--- src/rtl/csc_pkg.sv ---
// Shared types and constants for the colour space converter.
// Depends on nothing; every module of the converter imports it.
package csc_pkg;

    // Input format codes
    localparam logic CMD_RGB  = 1'b0;
    localparam logic CMD_CMYK = 1'b1;

    // (2^16 - 1)^2, the full-scale product of two ink complements
    localparam logic [31:0] INK_FULL_SQ = 32'd4294836225;

    // Side data that travels beside the dividers
    typedef struct packed {
        logic [7:0]  red;
        logic [7:0]  green;
        logic [7:0]  blue;
        logic [15:0] key;
        logic [15:0] lightness;
        logic        black_px;
        logic        grey_px;
    } side_t;

endpackage

--- src/rtl/csc_div.sv ---
// Pipelined restoring divider, one quotient bit per stage, plus pad stages.
// Quotient must fit in QW bits. Depends on csc_pkg.
module csc_div #(
    parameter int DW  = 8,
    parameter int QW  = 16,
    parameter int PAD = 0
) (
    input  logic             clk,
    input  logic [DW+QW-1:0] num,
    input  logic [DW-1:0]    den,
    output logic [QW-1:0]    quo
);
    import csc_pkg::*;

    logic [DW-1:0] rem_reg [QW+1];
    logic [QW-1:0] low_reg [QW+1];
    logic [QW-1:0] q_reg   [QW+1];
    logic [DW-1:0] den_reg [QW+1];

    assign rem_reg[0] = num[DW+QW-1:QW];
    assign low_reg[0] = num[QW-1:0];
    assign q_reg[0]   = '0;
    assign den_reg[0] = den;

    // Advance one quotient bit per stage
    for (genvar i = 0; i < QW; i++)
    begin : g_stage
        logic [DW:0]   trial;
        logic          fits;
        logic [DW-1:0] rem_next;

        always_comb
        begin
            trial    = {rem_reg[i], low_reg[i][QW-1]};
            fits     = (trial >= {1'b0, den_reg[i]});
            rem_next = fits ? DW'(trial - {1'b0, den_reg[i]}) : trial[DW-1:0];
        end

        always_ff @(posedge clk)
        begin
            rem_reg[i+1] <= rem_next;
            low_reg[i+1] <= low_reg[i] << 1;
            q_reg[i+1]   <= {q_reg[i][QW-2:0], fits};
            den_reg[i+1] <= den_reg[i];
        end
    end

    // Hold the quotient for the pad stages
    if (PAD > 0)
    begin : g_pad
        logic [QW-1:0] pad_reg [PAD];
        always_ff @(posedge clk)
        begin
            pad_reg[0] <= q_reg[QW];
            for (int j = 1; j < PAD; j++)
                pad_reg[j] <= pad_reg[j-1];
        end
        assign quo = pad_reg[PAD-1];
    end
    else
    begin : g_nopad
        assign quo = q_reg[QW];
    end

endmodule

--- config.mk ---
export PLATFORM = sky130hd
export DESIGN_NAME = csc_div
export DESIGN_NICKNAME = d
export VERILOG_FILES = /design/src/rtl/csc_pkg.sv /design/src/rtl/csc_div.sv
export SDC_FILE = /design/constraint.sdc
export NUM_CORES = 1
export LEC_CHECK = 0
export BUFFER_PORTS_ARGS = -buffer_cell sky130_fd_sc_hd__buf_2
export CORE_ASPECT_RATIO = 1.25
export CORE_MARGIN = 2
export CORE_UTILIZATION = 30
export CTS_CLUSTER_DIAMETER = 30
export DETAILED_ROUTE_END_ITERATION = 12
export SLEW_MARGIN = 20
export SYNTH_ARGS = -nofsm -noshare
export SYNTH_HDL_FRONTEND = slang
export SYNTH_SLANG_ARGS = --single-unit
--- constraint.sdc ---
create_clock -name clk -period 2.6 [get_ports clk]
set_input_delay 0 -clock clk [delete_from_list [all_inputs] [get_ports clk]]
set_output_delay 0 -clock clk [all_outputs]
set_load 0.02 [all_outputs]
==> run metrics <==
status=complete, no violations; max FFs per register=135; Hold Fails Final Rpt=0; top_reg_cell synth=dfxtp_1; Slew HR=0.630; Peak Freq=approximately 0.41 GHz; metal3 WL=1.37 mm; IO Count=49; DP Area=between 15000 and 20000 sq um; GRT overflow=0; crit-path max FO=8; Die ar.=59200 sq um; RD Place Congestion=about 0.79; CP endpoint kind=register; reg2reg end=g_stage[7].trial[4]; peak supply drop=0.573 mV; Final min period=2.44 ns; Worst-Skew Late Latency=0.62 ns; Synth Cell Area=roughly 17000 sq um; DRT antenna net count=0; vias in the first global route=roughly 11000; Chip Width=between 200 and 250 um; number of antenna violations at the first check in global routing=0; top post-synthesis cells by count=496 x dfxtp_1, 168 x inv_1, 128 x ha_1, 106 x o21ai_0, 77 x a21oi_1; Final Cell Area=about 22000 sq um; Hold Crit Class=input pin to register; count leader, synth=dfxtp_1; GRT Total Usage=0.103; Initial DRC Count=368; DRT Pass-1 Iters=5; RSZ-0062 raised after global routing=false; first-pass GRT wire length=roughly 50 mm; R2R depth=7; Clk network pwr share=0.396; largest net degree at the start of global routing=17; clock buffer depth=3; Logic pwr share=0.269; postcts setup bufs=0; register area share after synthesis=0.578; clock skew=0.0278 ns; Critical Path Source Type=input pin; Area contributors post-synth=dfxtp_1 58%, ha_1 9.3%, inv_1 3.7%; post-DR wirelength/cell=11.6 um; DP HPWL=21.0 mm; P_sw=9.44 mW; clock sink count=496; Yosys reg bits=between 400 and 500; power consumption=31.1 mW; cts bufs inserted=95; Final setup viols=0; Net Sw Frac=0.303; final slew viol count=0; pwr dens=1400 nW/um^2; Critical Path Sink=g_stage[1].trial[7]; setup_tns=0 ns; M1 WL=11.2 mm; via count=10934; # rows=98; critical path startpoint=num[18]; synth unique cells=53; Inserted Diodes=0; Nets=1883; max cap viols=0; # port buffers=48; Mapped Cells=between 1500 and 2000; number of synthesized flops with an enable pin=0; share of layout cells above drive strength 1=0.173; Synth async-reset ratio=0; H-tree depth=3; Die Y=271 um; critical path class=input pin to register; vias per cell=4.31; FF-to-FF setup slack=0.39 ns; clock root cell=clkbuf_16; max layer used=met4; Reg power frac=0.335; Final Cycle Share=0.938; Yosys top cell area share=0.578; DRC=0; Initial Utilization=0.302; Worst EP arrival=roughly 3.0 ns; Synth area leader=dfxtp_1; Reg clk slew, reported paths=0.05 ns; syn_area_per_cell=11.3 sq um; Crit path required time=3.11 ns; Worst Max-Slew Pin Slew=0.551 ns; core footprint=~57000 sq um; metal2 WL=15.7 mm; Leakage=just under 10 nW; Synth warnings=0; Area Overhead vs Synth=29.1%; CTS tree=done; syn_nets=1698; FF-to-FF Start=den_reg[83]; drt total wl=between 20 and 30 mm; P_int=21.7 mW
placed cells by master, fill, tap and decap left out, drive strengths merged, types with 7 or more instances in the layout:
| cell type | synthesis | routed |
|---|---|---|
| a211oi | 16 | 16 |
| a21boi | 9 | 9 |
| a21o | 25 | 25 |
| a21oi | 81 | 81 |
| a31o | 7 | 7 |
| and2 | 14 | 14 |
| and3 | 7 | 7 |
| buf | 24 | 63 |
| bufinv | 0 | 10 |
| clkbuf | 3 | 107 |
| clkinv | 0 | 28 |
| clkinvlp | 0 | 10 |
| dfxtp | 496 | 496 |
| dlygate4sd3 | 0 | 52 |
| fa | 15 | 15 |
| ha | 128 | 128 |
| inv | 168 | 191 |
| mux2 | 42 | 42 |
| mux2i | 19 | 19 |
| nand2 | 74 | 74 |
| nand2b | 20 | 20 |
| nand3 | 23 | 23 |
| nor2 | 41 | 41 |
| nor2b | 24 | 24 |
| nor3 | 12 | 12 |
| o21a | 25 | 25 |
| o21ai | 107 | 107 |
| o31a | 9 | 9 |
| o31ai | 12 | 12 |
| xnor2 | 24 | 24 |
| xor2 | 22 | 22 |
worst min-delay path by stage:
stage                     startpoint      endpoint  slack [ns]  depth (start not counted)
after CTS                     den[4]  den_reg[124]       0.001                          2
final                         den[2]  den_reg[122]        0.05                          2
after global routing          den[2]  den_reg[122]        0.02                          2
after global placement        num[0]  low_reg[241]        0.10                          1
after detailed placement      num[0]  low_reg[241]        0.10                          1
after floorplan               den[0]  den_reg[120]        0.03                          0
routing by layer:
metal  global-route usage  up-vias
met1               0.0976     5036
met5                    0        -
met3               0.0306       94
li1                     -     5590
met2                0.192      214
met4               0.0621        0
per-stage QoR:
step	instances	setup WS [ns]	util	hold slack, ns
after global placement	2308	0.412	0.321	0.102
after detailed placement	2308	0.385	0.321	0.104
after CTS	2538	0.219	0.390	0.00134
after floorplan	1522	0.586	-	0.0277
final	2538	0.161	0.390	0.0500
after global routing	2538	0.0308	0.390	0.0235
power by group through the flow:
stage / Sequential [mW] / Combinational (mW) / Clock (mW)
floorplan: 10.3 / 6.75 / 0
global placement: 10.6 / 8.03 / 0
detailed placement: 10.6 / 8.28 / 0
CTS: 10.5 / 8.42 / 12.7
global route: 10.6 / 9.47 / 13.0
finish: 10.4 / 8.39 / 12.3
kinds of logic (layout without fill, tap and decap cells):
family	Yosys count	after routing	synth area share
adder cells (fa/ha/maj)	143	143	0.111
buffers and inverters	195	461	0.0469
XOR/XNOR	46	46	0.0235
multiplexers	61	61	0.0386
AO/OA/AOI/OAI	327	327	0.126
AND/OR/NAND/NOR	254	254	0.0765
flip-flops	496	496	0.578
critical path: stages:
cell,delay (ns)
dlygate4sd3_1,0.53
buf_2,0.13
ha_1,0.36
a21o_1,0.22
a21oi_2,0.18
o21ai_0,0.13
a21boi_2,0.44
mux2_2,0.40
dlygate4sd3_1,0.56
area by class of cell:
class                   instances  area, sq um
clock inverters                71          868
multi-input cells             831         6440
fillers                      5511        34700
well taps                     750          938
inverters                     168          631
flip-flops and latches        496         9930
repair buffers                115          873
clock buffers                 107         2490
timing repair:
item,in CTS,in global routing
hold buffers,52,0
setup endpoints to repair,0,0
gates resized for setup,0,0
endpoints found under the hold margin,32,0
(Power assumes the default switching activity.)
