$ cat src/rtl/csc_pkg.sv
// Shared types and constants for the colour space converter.
// Depends on nothing; every module of the converter imports it.
package csc_pkg;

    // Input format codes
    localparam logic CMD_RGB  = 1'b0;
    localparam logic CMD_CMYK = 1'b1;

    // (2^16 - 1)^2, the full-scale product of two ink complements
    localparam logic [31:0] INK_FULL_SQ = 32'd4294836225;

    // Side data that travels beside the dividers
    typedef struct packed {
        logic [7:0]  red;
        logic [7:0]  green;
        logic [7:0]  blue;
        logic [15:0] key;
        logic [15:0] lightness;
        logic        black_px;
        logic        grey_px;
    } side_t;

endpackage

$ cat src/rtl/csc_cmyk.sv
// Front end of the converter: selects RGB or turns CMYK into RGB.
// Three register stages. Depends on csc_pkg.
module csc_cmyk (
    input  logic        clk,
    input  logic        cmd,
    input  logic [7:0]  red,
    input  logic [7:0]  green,
    input  logic [7:0]  blue,
    input  logic [15:0] cyan,
    input  logic [15:0] magenta,
    input  logic [15:0] yellow,
    input  logic [15:0] black,
    output logic [7:0]  red_rgb,
    output logic [7:0]  green_rgb,
    output logic [7:0]  blue_rgb
);
    import csc_pkg::*;

    logic [31:0] prod_reg [3];
    logic        cmd1_reg, cmd2_reg;
    logic [23:0] rgb1_reg, rgb2_reg;
    logic [39:0] scaled_reg [3];
    logic [7:0]  qest_reg [3];
    logic [7:0]  chan_next [3];
    logic [39:0] scaled_next [3];
    logic [40:0] check [3];
    logic [8:0]  qinc [3];

    // Stage one: multiply the ink complements
    always_ff @(posedge clk)
    begin
        prod_reg[0] <= {16'b0, ~cyan}    * {16'b0, ~black};
        prod_reg[1] <= {16'b0, ~magenta} * {16'b0, ~black};
        prod_reg[2] <= {16'b0, ~yellow}  * {16'b0, ~black};
        cmd1_reg    <= cmd;
        rgb1_reg    <= {red, green, blue};
    end

    // Stage two: scale by 255 and estimate the quotient
    always_comb
    begin
        for (int i = 0; i < 3; i++)
        begin
            scaled_next[i] = {prod_reg[i], 8'b0} - 40'(prod_reg[i]);
        end
    end

    always_ff @(posedge clk)
    begin
        for (int i = 0; i < 3; i++)
        begin
            scaled_reg[i] <= scaled_next[i];
            qest_reg[i]   <= scaled_next[i][39:32];
        end
        cmd2_reg <= cmd1_reg;
        rgb2_reg <= rgb1_reg;
    end

    // Stage three: correct the estimate by at most one and pick the format
    always_comb
    begin
        for (int i = 0; i < 3; i++)
        begin
            qinc[i]  = 9'(qest_reg[i]) + 9'd1;
            check[i] = 41'(qinc[i]) * 41'(INK_FULL_SQ);
            chan_next[i] = (check[i] <= 41'(scaled_reg[i])) ? qinc[i][7:0] : qest_reg[i];
        end
    end

    always_ff @(posedge clk)
    begin
        if (cmd2_reg == CMD_CMYK)
        begin
            red_rgb   <= chan_next[0];
            green_rgb <= chan_next[1];
            blue_rgb  <= chan_next[2];
        end
        else
        begin
            red_rgb   <= rgb2_reg[23:16];
            green_rgb <= rgb2_reg[15:8];
            blue_rgb  <= rgb2_reg[7:0];
        end
    end

endmodule

$ cat config.mk
export PLATFORM = sky130hd
export DESIGN_NAME = csc_cmyk
export DESIGN_NICKNAME = d
export VERILOG_FILES = /design/src/rtl/csc_pkg.sv /design/src/rtl/csc_cmyk.sv
export SDC_FILE = /design/constraint.sdc
export NUM_CORES = 2
export LEC_CHECK = 0
export BUFFER_PORTS_ARGS = -buffer_cell sky130_fd_sc_hd__buf_2
export CORE_MARGIN = 1
export CORE_UTILIZATION = 23
export DETAILED_ROUTE_END_ITERATION = 8
export HOLD_SLACK_MARGIN = 0.06
export SKIP_LAST_GASP = 1
export SLEW_MARGIN = 15
export SYNTH_ARGS = -nofsm -noshare
export SYNTH_HDL_FRONTEND = slang
export SYNTH_SLANG_ARGS = --single-unit
$ cat constraint.sdc
create_clock -name clk -period 22.4 [get_ports clk]
set_input_delay 4.48 -clock clk [delete_from_list [all_inputs] [get_ports clk]]
set_output_delay 4.48 -clock clk [all_outputs]
set_load 0.05 [all_outputs]
==> reports/results.ini <==
[status]
outcome=complete, no violations

[worst_setup_path]
crit_required_ns=22.91
crit_fanout=48
critPathKind=input pin to flop
startpoint_type=input pin
worstPathArrival_ns=10.84
critPathCaptureType=flop

[yosys]
yosysTopAreaCell=fa_1
syn_nets=6563
synth_flop_cell=dfxtp_1
synth_cell_types=85
yosys.area.top_type_share=0.293
ys_ff_latch=290
yosys_warnings=0
synth-seq-area-share=0.126
synth-edff-count=0
syn_area_sq_um=46000
synthTopCellsByArea=fa_1 29%, ha_1 17%, dfxtp_1 13%
ys_async_sr_fraction=0
postSynthAreaPerCell_sq_um=8.86
synthCells=5185

[floorplanning]
die_w_um=449
fp.dieH_um=449
dieArea_sq_um=202000
pin_count=114
start_util=0.232
placementRows=163
core_area_sq_um=198000

[routing]
vias=34136
drt_iter0_drc=1624
drc=0
vias_per_cell=4.33
drt-met1-wl_mm=49.0
wl_met2_mm=55.6
routed_wl_mm=112
first_pass_iters=5
route.met3.wl_mm=4.00
highest_layer=met5
detail-route-antenna-nets=0
wl_per_cell_um=14.3

[clock_network]
clk_latency_ns=0.61
htreeDepth=1
postCtsSetupRepairBufs=0
numCtsBuffers=29
path_clk_slew_ns=0.08
cts_buffer_depth=3
cts_root_buf=clkbuf_16
cts_tree=yes
cts.repair.resized=0
cts_sinks=290
cts_hold_buf=0

[timing]
rsz0062_at_grt=no
worst_pin_slew_ns=0.910
skew_ns=0.0397
hold_violations=0
period_share=0.461
min_period_ns=10.33
setup-tns-final_ns=0
max_freq_ghz=0.0968
slew_violations=0
slew_headroom=0.389
setup_viol=0

[global_route]
antenna_found_initial=33
overflow=0
grt_use_total=0.113
grt_pass1_wl_mm=187
grt_max_degree=52
grt_pass1_vias=36331

[place]
gp_congestion=0.871
portBuffers=113
dp_hpwl_mm=90.8

[hold_path]
worst_hold_path_type=flop to flop

[layout]
fin_nets=6577
area_growth_pct=9.85
drive_gt1_frac=0.134
largest_reg_flops=119

[flow_run]
cap_violations=0

-- synthesized netlist by cell type, types with 79 or more instances --
master and count:
a21o_1 98, a21oi_1 217, clkbuf_1 150, dfxtp_1 290, fa_1 672, ha_1 616, inv_1 1083, nand2_1 122
nor2_1 449, o21ai_0 114, or2_2 480, xnor2_1 204, xor2_1 79
-- through the flow --
step | setup slack, ns | cell area [sq um] | utilization | std cells | hold slack, ns
global route | 11.69 | 50500 | 0.255 | 7873 | 0.320
CTS | 12.10 | 50400 | 0.255 | 7861 | 0.318
detailed placement | 11.45 | 49400 | 0.250 | 7808 | 0.312
global placement | 11.41 | 49400 | 0.250 | 7808 | 0.313
finish | 12.07 | 50500 | 0.255 | 7879 | 0.318
floorplan | 12.08 | 46000 | - | 5185 | 0.310
-- cell type report --
| class | count | area (sq um) |
|---|---|---|
| clock inverters | 21 | 275 |
| flip-flops and latches | 290 | 5810 |
| diodes | 18 | 45.0 |
| repair buffers | 135 | 731 |
| well taps | 2640 | 3300 |
| clock buffers | 32 | 757 |
| multi-input cells | 3660 | 35500 |
| inverters | 1083 | 4070 |
| fillers | 21344 | 147000 |
-- routing by layer --
metal,vias to the layer above,global-route usage
met5,-,0
met4,14,0.0394
met3,190,0.00907
met2,644,0.201
met1,16900,0.141
li1,16388,-
-- final timing paths --
kind | startpoint | to | slack (ns) | cells after the start
hold reg to reg | rgb1_reg[16]$_DFF_P_ | rgb2_reg[16]$_DFF_P_ | 0.32 | 0
setup / recovery | black[2] | prod_reg[0][89]$_DFF_P_ | 12.07 | 24
hold / removal | rgb1_reg[16]$_DFF_P_ | rgb2_reg[16]$_DFF_P_ | 0.32 | 0
setup reg to reg | scaled_reg[0][112]$_DFF_P_ | blue_rgb[7]$_DFF_P_ | 13.21 | 29
-- placed cells by master (no fill, tap or decap), types with 11 or more instances in the layout --
master,synthesis,final
inv_1,1083,1083
fa_1,672,672
ha_1,616,616
or2_2,480,480
nor2_1,449,449
dfxtp_1,290,289
a21oi_1,217,217
xnor2_1,204,204
nand2_1,122,122
o21ai_0,114,114
buf_2,0,113
a21o_1,98,98
xor2_1,79,79
nand3_1,76,76
nor3_1,65,65
nor2b_1,34,34
o21bai_1,32,32
o21a_1,31,31
clkbuf_16,0,29
a31oi_1,28,28
nand4_1,27,27
nand2b_1,24,24
buf_4,0,22
a211oi_1,20,20
diode_2,0,18
o211ai_1,18,18
and2_1,15,15
and3_1,14,14
or3_1,13,13
or4_1,11,11
nor4_1,11,11
-- critical path, stage by stage --
cell	delay, ns
buf_2	0.11
buf_4	0.29
or2_2	0.39
fa_1	0.50
inv_1	0.05
fa_1	0.53
inv_1	0.05
fa_1	0.48
fa_1	0.54
inv_1	0.05
fa_1	0.48
inv_1	0.05
fa_1	0.47
inv_1	0.04
ha_1	0.36
o21a_1	0.15
nor2_1	0.04
o31ai_1	0.48
a41oi_1	0.34
o21ai_0	0.31
a21o_1	0.18
nand2_1	0.05
a21boi_0	0.21
xor2_1	0.15
-- cell families (layout without fill, tap and decap cells) --
family / Yosys count / after routing / synth area share
AND/OR/NAND/NOR: 1387 / 1387 / 0.157
adder cells (fa/ha/maj): 1288 / 1288 / 0.460
buffers and inverters: 1235 / 1271 / 0.101
AO/OA/AOI/OAI: 687 / 687 / 0.0972
flip-flops: 290 / 290 / 0.126
XOR/XNOR: 284 / 284 / 0.0545
multiplexers: 14 / 14 / 0.00321
other: 0 / 18 / 0
Power is not shown: default switching activity piles up to over one toggle a cycle in this logic, so the estimate is an artifact.
