<file path="src/rtl/csc_pkg.sv">
// Shared types and constants for the colour space converter.
// Depends on nothing; every module of the converter imports it.
package csc_pkg;

    // Input format codes
    localparam logic CMD_RGB  = 1'b0;
    localparam logic CMD_CMYK = 1'b1;

    // (2^16 - 1)^2, the full-scale product of two ink complements
    localparam logic [31:0] INK_FULL_SQ = 32'd4294836225;

    // Side data that travels beside the dividers
    typedef struct packed {
        logic [7:0]  red;
        logic [7:0]  green;
        logic [7:0]  blue;
        logic [15:0] key;
        logic [15:0] lightness;
        logic        black_px;
        logic        grey_px;
    } side_t;

endpackage

</file>
<file path="src/rtl/csc_prep.sv">
// Extremes, hue sector and divider operands for one pixel.
// Two register stages. Depends on csc_pkg.
module csc_prep #(
    parameter int FRAC_BITS = 16
) (
    input  logic                    clk,
    input  logic [7:0]              red,
    input  logic [7:0]              green,
    input  logic [7:0]              blue,
    output logic [23:0]             cyan_num,
    output logic [23:0]             magenta_num,
    output logic [23:0]             yellow_num,
    output logic [7:0]              max_den,
    output logic [23:0]             sat_num,
    output logic [7:0]              sat_den,
    output logic [FRAC_BITS+10:0]   hue_num,
    output logic [10:0]             hue_den,
    output csc_pkg::side_t          side
);
    import csc_pkg::*;

    logic [7:0]  r_reg, g_reg, b_reg, mx_reg, mn_reg;
    logic [7:0]  mx_next, mn_next, d, dr, dg, db;
    logic [8:0]  sum;
    logic [10:0] t;
    logic [16:0] light_full;

    // Find largest and smallest channel
    always_comb
    begin
        mx_next = (red > green) ? red : green;
        mx_next = (mx_next > blue) ? mx_next : blue;
        mn_next = (red < green) ? red : green;
        mn_next = (mn_next < blue) ? mn_next : blue;
    end

    always_ff @(posedge clk)
    begin
        r_reg  <= red;
        g_reg  <= green;
        b_reg  <= blue;
        mx_reg <= mx_next;
        mn_reg <= mn_next;
    end

    // Form the operands; red wins ties, then green
    always_comb
    begin
        d   = mx_reg - mn_reg;
        sum = 9'(mx_reg) + 9'(mn_reg);
        dr  = mx_reg - r_reg;
        dg  = mx_reg - g_reg;
        db  = mx_reg - b_reg;
        if (mx_reg == r_reg)
        begin
            if (g_reg >= b_reg)
                t = 11'(g_reg - b_reg);
            else
                t = 11'(6) * 11'(d) - 11'(b_reg - g_reg);
        end
        else if (mx_reg == g_reg)
            t = 11'(2) * 11'(d) + 11'(b_reg) - 11'(r_reg);
        else
            t = 11'(4) * 11'(d) + 11'(r_reg) - 11'(g_reg);
        light_full = {sum, 8'b0} + 17'(sum);
    end

    always_ff @(posedge clk)
    begin
        cyan_num    <= {dr, 16'b0} - 24'(dr);
        magenta_num <= {dg, 16'b0} - 24'(dg);
        yellow_num  <= {db, 16'b0} - 24'(db);
        max_den     <= mx_reg;
        sat_num     <= {d, 16'b0} - 24'(d);
        sat_den     <= (sum > 9'd255) ? 8'(9'd510 - sum) : sum[7:0];
        hue_num     <= {t, {FRAC_BITS{1'b0}}};
        hue_den     <= {d, 2'b0} + {2'b0, d, 1'b0};
        side.red       <= r_reg;
        side.green     <= g_reg;
        side.blue      <= b_reg;
        side.key       <= {~mx_reg, ~mx_reg};
        side.lightness <= light_full[16:1];
        side.black_px  <= (mx_reg == 8'd0);
        side.grey_px   <= (d == 8'd0);
    end

endmodule

</file>
<file path="config.mk">
export PLATFORM = sky130hd
export DESIGN_NAME = csc_prep
export DESIGN_NICKNAME = d
export VERILOG_FILES = /design/src/rtl/csc_pkg.sv /design/src/rtl/csc_prep.sv
export SDC_FILE = /design/constraint.sdc
export NUM_CORES = 1
export LEC_CHECK = 0
export BUFFER_PORTS_ARGS = -buffer_cell sky130_fd_sc_hd__clkbuf_2
export CORE_ASPECT_RATIO = 2
export CORE_UTILIZATION = 49
export DETAILED_ROUTE_END_ITERATION = 8
export GPL_TIMING_DRIVEN = 1
export PLACE_DENSITY = 0.84
export SETUP_SLACK_MARGIN = 0.3
export SLEW_MARGIN = 20
export SYNTH_ARGS = -nofsm -noshare
export SYNTH_HDL_FRONTEND = slang
export SYNTH_SLANG_ARGS = --single-unit
</file>
<file path="constraint.sdc">
create_clock -name clk -period 12.8 [get_ports clk]
set_input_delay 1.28 -clock clk [delete_from_list [all_inputs] [get_ports clk]]
set_output_delay 1.28 -clock clk [all_outputs]
set_load 0.01 [all_outputs]
</file>
==> flow_summary_export.csv, run 1 <==
group,metric,value,unit
clocking,htreeDepth,1,
sta,max_freq,187.6,MHz
placement,hpwl,24080,um
setup_path,cp_slowest_stage_delay,840,ps
detailed_routing,drtPass1Iterations,5,
sta,hold_viol,0,
clocking,cts_setup_buffers,0,
finish,fin_cells,1670,
logic_synthesis,synthTopCellsByArea,"dfxtp_1, ha_1, xnor2_1",
pwr,leakage,0.006355,uW
pwr,peakVddDrop,182.5,uV
setup_path,cp_max_fo,17,
detailed_routing,viasPerCell,5.426,
finish,most-common-layout-cells,"dfxtp_1, clkbuf_2, ha_1",
global_routing,antenna_found_initial,2,
setup_path,crit_family,"compound AO/OA/AOI/OAI gates",
placement,dp_cells,1632,
finish,fill_cells,1964,
clocking,ctsResizeCount,0,
clocking,clk_path_buf_depth,3,
sta,finalSetupTns,0,ps
logic_synthesis,synthArstFlopShare,0,%
detailed_routing,drc_errors,0,
finish,final_cell_area,13250,um^2
sta,maxSlewViolCount,0,
clocking,cts_tree,"yes",
clocking,clockRootBuffer,"clkbuf_16",
setup_path,critPathLaunchType,"flip-flop",
clocking,clk_pin_slew,70,ps
setup_path,end_kind,"flip-flop",
clocking,clk_latency,520,ps
die,fp.dieH,216.9,um
setup_path,critPathBufInv,1,
detailed_routing,ant_nets,0,
logic_synthesis,synth_area_per_cell,9.642,um^2
die,die_w,109.5,um
detailed_routing,post_drt_wl_per_cell,18.21,um
logic_synthesis,ys_ff_latch,216,
detailed_routing,num_vias,9061,
finish,layout.nets,1554,
logic_synthesis,syn_area,11320,um^2
finish,syn_to_final_growth,17.07,%
clocking,hold_buffers,0,
logic_synthesis,ys_seq_area_share,38.20,%
sta,slew_headroom,30.22,%
die,initial_core_util,49.99,%
sta,finalSetupViolCount,0,
logic_synthesis,synth_area_leader_cell,"dfxtp_1",
pwr,finalPower,4005,uW
placement,placedInstanceArea,12490,um^2
finish,fin_util,58.53,%
finish,largest_register_ff_count,50,
sta,finalClockSkew,14.85,ps
setup_path,crit_chain,"ha_1, nor2b_1, o31a_1, xnor2_2, inv_1, ha_1, a21oi_1, o21ai_0, nand2_1, o21ai_0, xnor2_1, ha_1, o41ai_1, nor3_1, mux2i_1, nand4_1, and3b_1",
finish,mostFrequentLayoutCell,"dfxtp_1",
global_routing,grt_pass1_vias,9185,
sta,period_share,41.64,%
die,rows,78,
global_routing,grt_usage,25.68,%
global_routing,overflow,0,
finish,drive_above_1_share,21.54,%
global_routing,grt_start_max_net_pins,22,
sta,rsz0062_at_grt,"false",
worst_hold_path,hold_class,"flip-flop to flip-flop",
setup_path,arrival,5730,ps
die,die_area,23750,um^2
logic_synthesis,synth_top_area_share,38.20,%
sta,min_period,5329,ps
clocking,cts_buffers,20,
finish,largest-register,"side",
clocking,cts_sinks,216,
placement,numPortBuffers,215,
job,maxCapViolCount,0,
setup_path,cp.required,13200,ps
logic_synthesis,ys_types,70,
sta,tightest_slew,1033,ps
logic_synthesis,yosysWarnings,0,
logic_synthesis,synth_ff_type,"dfxtp_1",
global_routing,grt_pass1_wl,46050,um
outcome,outcome,"complete, no violations",
detailed_routing,drtIter0Drc,375,
detailed_routing,wl,30420,um
logic_synthesis,netlist_instances,1174,
setup_path,slowest_stage,"dfxtp_1",
die,core-area,22640,um^2
setup_path,path_class,"flip-flop to flip-flop",
logic_synthesis,synth_edf_count,0,
pwr,power.density,302.2,nW/um^2
placement,place_congestion,0.9303,
die,io_pins,233,
setup_path,cpMostUsedCell,"ha_1",
==> metal layers <==
metal  routed length, um  GRT usage [%]
met2               16310          48.34
met1                9875          22.82
met4                2846          22.13
met5                   0              0
met3                1382          3.684
==> synth_stat cells, types with 24 or more instances <==
master	instances
o21ai_0	46
nor2_1	65
xor2_1	36
buf_4	34
ha_1	131
xnor2_1	75
nand3_1	24
fa_1	24
nand2_1	54
inv_1	125
a21oi_1	75
dfxtp_1	216
a21o_1	24
==> where the power goes <==
group | switching (uW) | internal (uW)
clock network | 267 | 406
logic | 1370 | 976
registers | 92.1 | 895
==> final timing paths <==
kind	cells past startpoint	start	endpoint	slack, ps
setup / recovery	17	mx_reg[1]	hue_num[26]	7470
hold / removal	0	mx_reg[0]	max_den[0]	380
setup reg to reg	17	mx_reg[1]	hue_num[26]	7470
hold reg to reg	0	mx_reg[0]	max_den[0]	380
==> stage by stage <==
step,hold WS (ps),worst slack [ps]
final,380.5,7471
after global routing,390.0,7132
after CTS,380.2,7559
after detailed placement,370.5,7505
after global placement,360.0,7639
after floorplan,330.8,7915
==> logic make-up (layout without fill, tap and decap cells) <==
kind of cell               Yosys count  count (layout)  share of synthesized area [%]
buffers and inverters              185             383                          7.361
xor gates and xnor gates           115             115                          9.318
muxes                               28              28                          2.730
and+or+nand+nor                    247             247                          10.77
adders and majority gates          156             156                          18.81
other                                1              19                        0.03313
DFF                                216             216                          38.20
AOI/OAI and AO/OA                  226             226                          12.78
==> worst reg2reg max path, cell delays in order, from the launching register on <==
cell	delay (ps)
dfxtp_1	840
ha_1	370
nor2b_1	150
o31a_1	270
xnor2_2	760
inv_1	230
ha_1	280
a21oi_1	270
o21ai_0	130
nand2_1	130
o21ai_0	110
xnor2_1	180
ha_1	270
o41ai_1	650
nor3_1	90
mux2i_1	210
nand4_1	110
and3b_1	170
==> layout make-up <==
cell class	count	area [um^2]	area share [%]
Multi-Input combinational cell	789	6227	46.99
Clock buffer	26	583.1	4.400
Tap cell	280	350.3	2.644
Inverter	128	480.5	3.626
Clock inverter	10	175.2	1.322
Sequential cell	216	4324	32.63
Antenna cell	2	5.005	0.03777
Timing Repair Buffer	219	1106	8.347
(Power assumes the default switching activity.)
==> run 2: changes to the inputs <==
==> constraint.sdc (replaced) <==
create_clock -name clk -period 5.2 [get_ports clk]
set_input_delay 0.52 -clock clk [delete_from_list [all_inputs] [get_ports clk]]
set_output_delay 0.52 -clock clk [all_outputs]
set_load 0.01 [all_outputs]
==> run 2 against run 1 <==
First-iteration DRC count is 22% higher. Critical path depth grew 4. Hold slack got worse by 230 ps. Clock power up 110%. Via count up 0.62%. Clock skew grew 0.58 ps. Largest power group unchanged. Routed wire length rose by 4.5%. Total power increased by 140%. Clock-buffer cell count unchanged.
==> flow_summary_export.csv, run 2 (synthesized netlist as in run 1, its figures left out) <==
group,metric,value,unit
worst_hold_path,holdPathEnd,"r_reg[0]",
worst_hold_path,hold_class,"input pin to flip-flop",
detailed_routing,num_vias,9117,
finish,layout.nets,1565,
die,fp.dieH,216.9,um
die,rows,78,
setup_path,crit_chain,"inv_1, ha_1, inv_1, fa_1, xor2_1, buf_4, inv_1, ha_1, a21oi_1, o21ai_0, nand2_1, o21ai_0, xnor2_1, ha_1, nor3_1, nor2_1, o41ai_2, nor3_1, mux2i_1, a211o_1, and3b_1",
pwr,seqPwrFrac,24.6,%
sta,finalSetupTns,0,ps
clocking,clk_latency,530,ps
pwr,clkPwrFrac,14.7,%
worst_hold_path,hold_depth,1,
setup_path,r2r_slack,730,ps
finish,drive_above_1_share,22.05,%
pwr,p_sw,4291,uW
job,maxCapViolCount,0,
setup_path,cp_slowest_stage_delay,410,ps
detailed_routing,drc_errors,0,
clocking,clockRootBuffer,"clkbuf_16",
setup_path,path_class,"flip-flop to flip-flop",
sta,maxSlewViolCount,0,
pwr,comb_power_share,60.7,%
pwr,peakVddDrop,453.5,uV
clocking,cts_tree,"yes",
detailed_routing,wl,31790,um
finish,largest_register_ff_count,50,
finish,final_cell_area,13220,um^2
sta,tightest_slew,1089,ps
detailed_routing,post_drt_wl_per_cell,18.95,um
setup_path,cp.required,5630,ps
pwr,power.density,739.4,nW/um^2
setup_path,cp_max_fo,6,
clocking,cts_sinks,216,
detailed_routing,met1_length,10120,um
placement,hpwl,24970,um
die,initial_core_util,49.99,%
global_routing,grt_pass1_wl,47910,um
detailed_routing,wl_met3,1790,um
die,die_area,23750,um^2
finish,antenna_cells,0,
setup_path,r2r_cells,21,
detailed_routing,routed.top_layer,"met4",
sta,slew_headroom,26.90,%
clocking,cts_buffers,19,
sta,min_period,4466,ps
global_routing,overflow,0,
sta,finalSetupViolCount,0,
setup_path,slowest_stage,"fa_1",
sta,max_freq,223.9,MHz
clocking,clk_path_buf_depth,3,
detailed_routing,viasPerCell,5.436,
global_routing,grt_start_max_net_pins,22,
sta,hold_viol,0,
detailed_routing,drtIter0Drc,457,
placement,numPortBuffers,215,
clocking,htreeDepth,1,
finish,most-common-layout-cells,"dfxtp_1, clkbuf_2, ha_1",
sta,rsz0062_at_grt,"false",
clocking,ctsResizeCount,0,
placement,placedInstanceArea,12580,um^2
global_routing,grt_usage,27.07,%
outcome,outcome,"complete, no violations",
clocking,clk_pin_slew,70,ps
sta,whs,150.0,ps
setup_path,crit_family,"adder cells",
pwr,leakage,0.006355,uW
die,die_w,109.5,um
setup_path,critPathLaunchType,"flip-flop",
detailed_routing,drtPass1Iterations,6,
setup_path,crit-reg2reg-launch,"mx_reg[0]",
finish,mostFrequentLayoutCell,"dfxtp_1",
detailed_routing,ant_nets,0,
pwr,switching_share,43.91,%
global_routing,antenna_found_initial,0,
setup_path,worstReg2RegEnd,"hue_num[26]",
finish,syn_to_final_growth,16.75,%
die,io_pins,233,
sta,period_share,85.88,%
setup_path,end_kind,"flip-flop",
global_routing,grt_pass1_vias,9146,
pwr,intPower,5481,uW
worst_hold_path,hold_start,"red[0]",
placement,place_congestion,0.9815,
clocking,hold_buffers,0,
die,core-area,22640,um^2
setup_path,arrival,4890,ps
finish,fin_util,58.37,%
sta,finalClockSkew,15.43,ps
setup_path,critPathBufInv,4,
detailed_routing,route.met2.wl,16900,um
finish,largest-register,"side",
clocking,cts_setup_buffers,0,
## run 2: cell types whose count changed in the layout (fill, tap and decap cells not counted), moves of 2 or more
| cell | previous run | this run |
|---|---|---|
| diode_2 | 2 | 0 |
| bufinv_16 | 4 | 1 |
| clkbuf_1 | 0 | 2 |
| buf_4 | 4 | 16 |
## run 2: layout make-up
type                    count  area (um^2)
inverters                 128        480.5
fillers                  1914         9427
well taps                 280        350.3
clock inverters             7        73.82
multi-input cells         789         6238
flip-flops and latches    216         4324
clock buffers              26        551.8
repair buffers            231         1196
## run 2: worst max-delay path by stage
stage	slack (ps)	depth (start not counted)	end	startpoint
2_1_floorplan	880	17	hue_num[26]	mx_reg[1]
3_3_place_gp	840	19	hue_num[26]	mx_reg[0]
3_5_place_dp	560	20	mx_reg[2]	green[1]
4_1_cts	660	19	hue_num[26]	mx_reg[0]
5_1_grt	450	21	hue_num[26]	mx_reg[0]
6_report	730	21	hue_num[26]	mx_reg[0]
## run 2: layer usage
layer	track usage, %	vias up
li1	-	4323
met5	0	-
met3	4.672	163
met1	25.00	4247
met2	49.43	384
met4	23.11	0
## run 2: stage by stage
step                      total power (uW)  cells  worst slack (ps)
after floorplan                       6591   1190             884.2
after global placement                8115   1644             838.1
after detailed placement              8270   1644             563.2
after CTS                             9745   1677             656.1
after global routing                 10490   1677             445.6
final                                 9772   1677             734.1
## run 2: power by group through the flow
stage / Combinational (uW) / Clock, uW / Sequential [uW]
after global routing: 6520 / 1520 / 2440
after CTS: 5890 / 1460 / 2400
after global placement: 5690 / 0 / 2430
after detailed placement: 5830 / 0 / 2440
after floorplan: 3960 / 0 / 2640
final: 5930 / 1440 / 2400
==> run 3: changes to the inputs <==
--- a/config.mk
+++ b/config.mk
@@ -5,12 +5,13 @@
 export SDC_FILE = /design/constraint.sdc
 export NUM_CORES = 1
 export LEC_CHECK = 0
+export ABC_CLOCK_PERIOD_IN_PS = 3800
 export BUFFER_PORTS_ARGS = -buffer_cell sky130_fd_sc_hd__clkbuf_2
 export CORE_ASPECT_RATIO = 2
 export CORE_UTILIZATION = 49
 export DETAILED_ROUTE_END_ITERATION = 8
 export GPL_TIMING_DRIVEN = 1
-export PLACE_DENSITY = 0.84
+export PLACE_DENSITY = 0.86
 export SETUP_SLACK_MARGIN = 0.3
 export SLEW_MARGIN = 20
 export SYNTH_ARGS = -nofsm -noshare
==> constraint.sdc (replaced) <==
create_clock -name clk -period 3.8 [get_ports clk]
set_input_delay 0.95 -clock clk [delete_from_list [all_inputs] [get_ports clk]]
set_output_delay 0.95 -clock clk [all_outputs]
set_load 0.01 [all_outputs]
==> run 3 against run 2 <==
Sequential power increased by 37%. The flow now finishes with violations (setup timing). Clock-buffer cell count did not move. Die area unchanged.
==> flow_summary_export.csv, run 3 (synthesized netlist as in run 1, its figures left out) <==
group,metric,value,unit
outcome,outcome,"finished, violations left",
outcome,violations,"setup timing",
finish,syn_to_final_growth,30.83,%
setup_path,cp_max_fo,5,
clocking,cts_tree,"yes",
pwr,leakage,0.007024,uW
detailed_routing,drtIter0Drc,442,
global_routing,grt_usage,29.28,%
sta,setup_ws,-72.84,ps
sta,slew_headroom,49.91,%
detailed_routing,post_drt_wl_per_cell,19.50,um
clocking,cts_buffers,19,
setup_path,end_kind,"flip-flop",
detailed_routing,drc_errors,0,
clocking,hold_buffers,0,
setup_path,critPathBufInv,5,
global_routing,grt_pass1_vias,9952,
pwr,peakVddDrop,703.6,uV
sta,hold_viol,0,
sta,rsz0062_at_grt,"true",
setup_path,cp.required,4180,ps
die,initial_core_util,49.99,%
detailed_routing,num_vias,9685,
finish,fill_cells,1735,
worst_hold_path,hold_class,"flip-flop to flip-flop",
finish,layout.nets,1674,
pwr,power.density,1102,nW/um^2
setup_path,r2r_cells,19,
setup_path,crit-reg2reg-launch,"mx_reg[0]",
sta,tightest_slew,746.0,ps
finish,most-common-layout-cells,"clkbuf_2, dfxtp_1, inv_1",
finish,largest-register,"side",
sta,period_share,101.9,%
sta,finalClockSkew,16.32,ps
clocking,clk_pin_slew,70,ps
placement,place_congestion,0.9857,
placement,hpwl,26610,um
clocking,htreeDepth,1,
sta,max_freq,258.2,MHz
clocking,clk_path_buf_depth,3,
clocking,clockRootBuffer,"clkbuf_16",
setup_path,slowest_stage,"fa_2",
detailed_routing,wl,34790,um
detailed_routing,drtPass1Iterations,4,
sta,whs,375.4,ps
clocking,clk_latency,520,ps
setup_path,worstReg2RegEnd,"hue_num[23]",
setup_path,cp_slowest_stage_delay,530,ps
global_routing,grt_start_max_net_pins,22,
finish,fin_util,65.41,%
global_routing,overflow,0,
setup_path,path_class,"flip-flop to flip-flop",
finish,antenna_cells,0,
finish,drive_above_1_share,34.71,%
placement,pre_cts_slack,-254.0,ps
die,io_pins,233,
worst_hold_path,holdPathEnd,"side[45]",
die,fp.dieH,216.9,um
sta,min_period,3873,ps
finish,largest_register_ff_count,50,
clocking,cts_sinks,216,
pwr,comb_power_share,67.9,%
job,maxCapViolCount,0,
worst_hold_path,hold_start,"g_reg[3]",
sta,maxSlewViolCount,0,
pwr,seqPwrFrac,20.1,%
setup_path,arrival,4250,ps
global_routing,antenna_found_initial,2,
placement,numPortBuffers,215,
die,die_w,109.5,um
pwr,p_sw,6891,uW
setup_path,crit_family,"adder cells",
pwr,switching_share,42.22,%
die,rows,78,
die,die_area,23750,um^2
sta,finalSetupViolCount,3,
worst_hold_path,hold_depth,0,
setup_path,crit_chain,"inv_4, ha_4, inv_2, fa_2, buf_6, fa_2, a21o_1, nor2_1, a22oi_1, xnor2_1, ha_2, buf_6, nor3_2, nor2_1, o41ai_2, buf_4, xnor2_2, o211ai_1, o21ai_2",
pwr,intPower,9430,uW
detailed_routing,viasPerCell,5.429,
setup_path,r2r_slack,-70,ps
placement,placedInstanceArea,13540,um^2
setup_path,critPathLaunchType,"flip-flop",
finish,final_cell_area,14810,um^2
global_routing,grt_pass1_wl,52050,um
pwr,clkPwrFrac,12.0,%
die,core-area,22640,um^2
finish,mostFrequentLayoutCell,"clkbuf_2",
detailed_routing,ant_nets,0,
## run 3: cell type report
| type | instances | area, um^2 | share of cell area, % |
|---|---|---|---|
| clock buffers | 26 | 553.0 | 3.734 |
| clock inverters | 5 | 68.82 | 0.4647 |
| inverters | 128 | 493.0 | 3.329 |
| multi-input cells | 789 | 6912 | 46.67 |
| flip-flops and latches | 216 | 4342 | 29.32 |
| well taps | 280 | 350.3 | 2.366 |
| repair buffers | 340 | 2091 | 14.12 |
## run 3: power by group through the flow
stage	clock network [uW]	registers [uW]	logic, uW
4_1_cts	1980	3280	10100
3_5_place_dp	0	3330	9420
3_3_place_gp	0	3310	9160
5_1_grt	2090	3340	12000
2_1_floorplan	0	3610	5820
6_report	1950	3280	11100
## run 3: what timing repair did
| action | 4_1_cts | 5_1_grt |
|---|---|---|
| hold endpoints to repair | 0 | 0 |
| setup endpoints to repair | 15 | 30 |
| setup buffers | 9 | 8 |
| cloned | 0 | 1 |
| pin swaps | 33 | 41 |
| gates resized for setup | 38 | 74 |
## run 3: per-layer routing
layer / GRT usage [%] / part of all wire, %
met2: 54.09 / 54
met4: 25.47 / 9.4
met1: 26.00 / 31
met3: 5.541 / 5.2
met5: 0 / 0.075
## run 3: how the worst max path moves through the flow
stage                         start     endpoint  cells after the start
after floorplan              red[1]    mx_reg[6]                     21
after global placement     green[1]    mn_reg[5]                     16
after detailed placement   green[1]    mn_reg[1]                     16
after CTS                 mx_reg[0]  hue_num[26]                     19
after global routing      mx_reg[0]  hue_num[24]                     16
final                     mx_reg[0]  hue_num[23]                     19
## run 3: worst reg2reg max path, stage by stage, from the launching register on
cell and delay (ps):
dfxtp_4 380, inv_4 50, ha_4 160, inv_2 60, fa_2 540, buf_6 180
fa_2 390, a21o_1 200, nor2_1 100, a22oi_1 90, xnor2_1 240, ha_2 280
buf_6 120, nor3_2 30, nor2_1 140, o41ai_2 110, buf_4 150, xnor2_2 130
o211ai_1 240, o21ai_2 150
## run 3: stage by stage
step           power [uW]  TNS (ps)  cells
3_3_place_gp        12470     -2719   1735
4_1_cts             15410    -126.0   1775
6_report            16320    -207.5   1784
5_1_grt             17420    -882.0   1784
2_1_floorplan        9436    -100.8   1190
3_5_place_dp        12740     -3866   1735
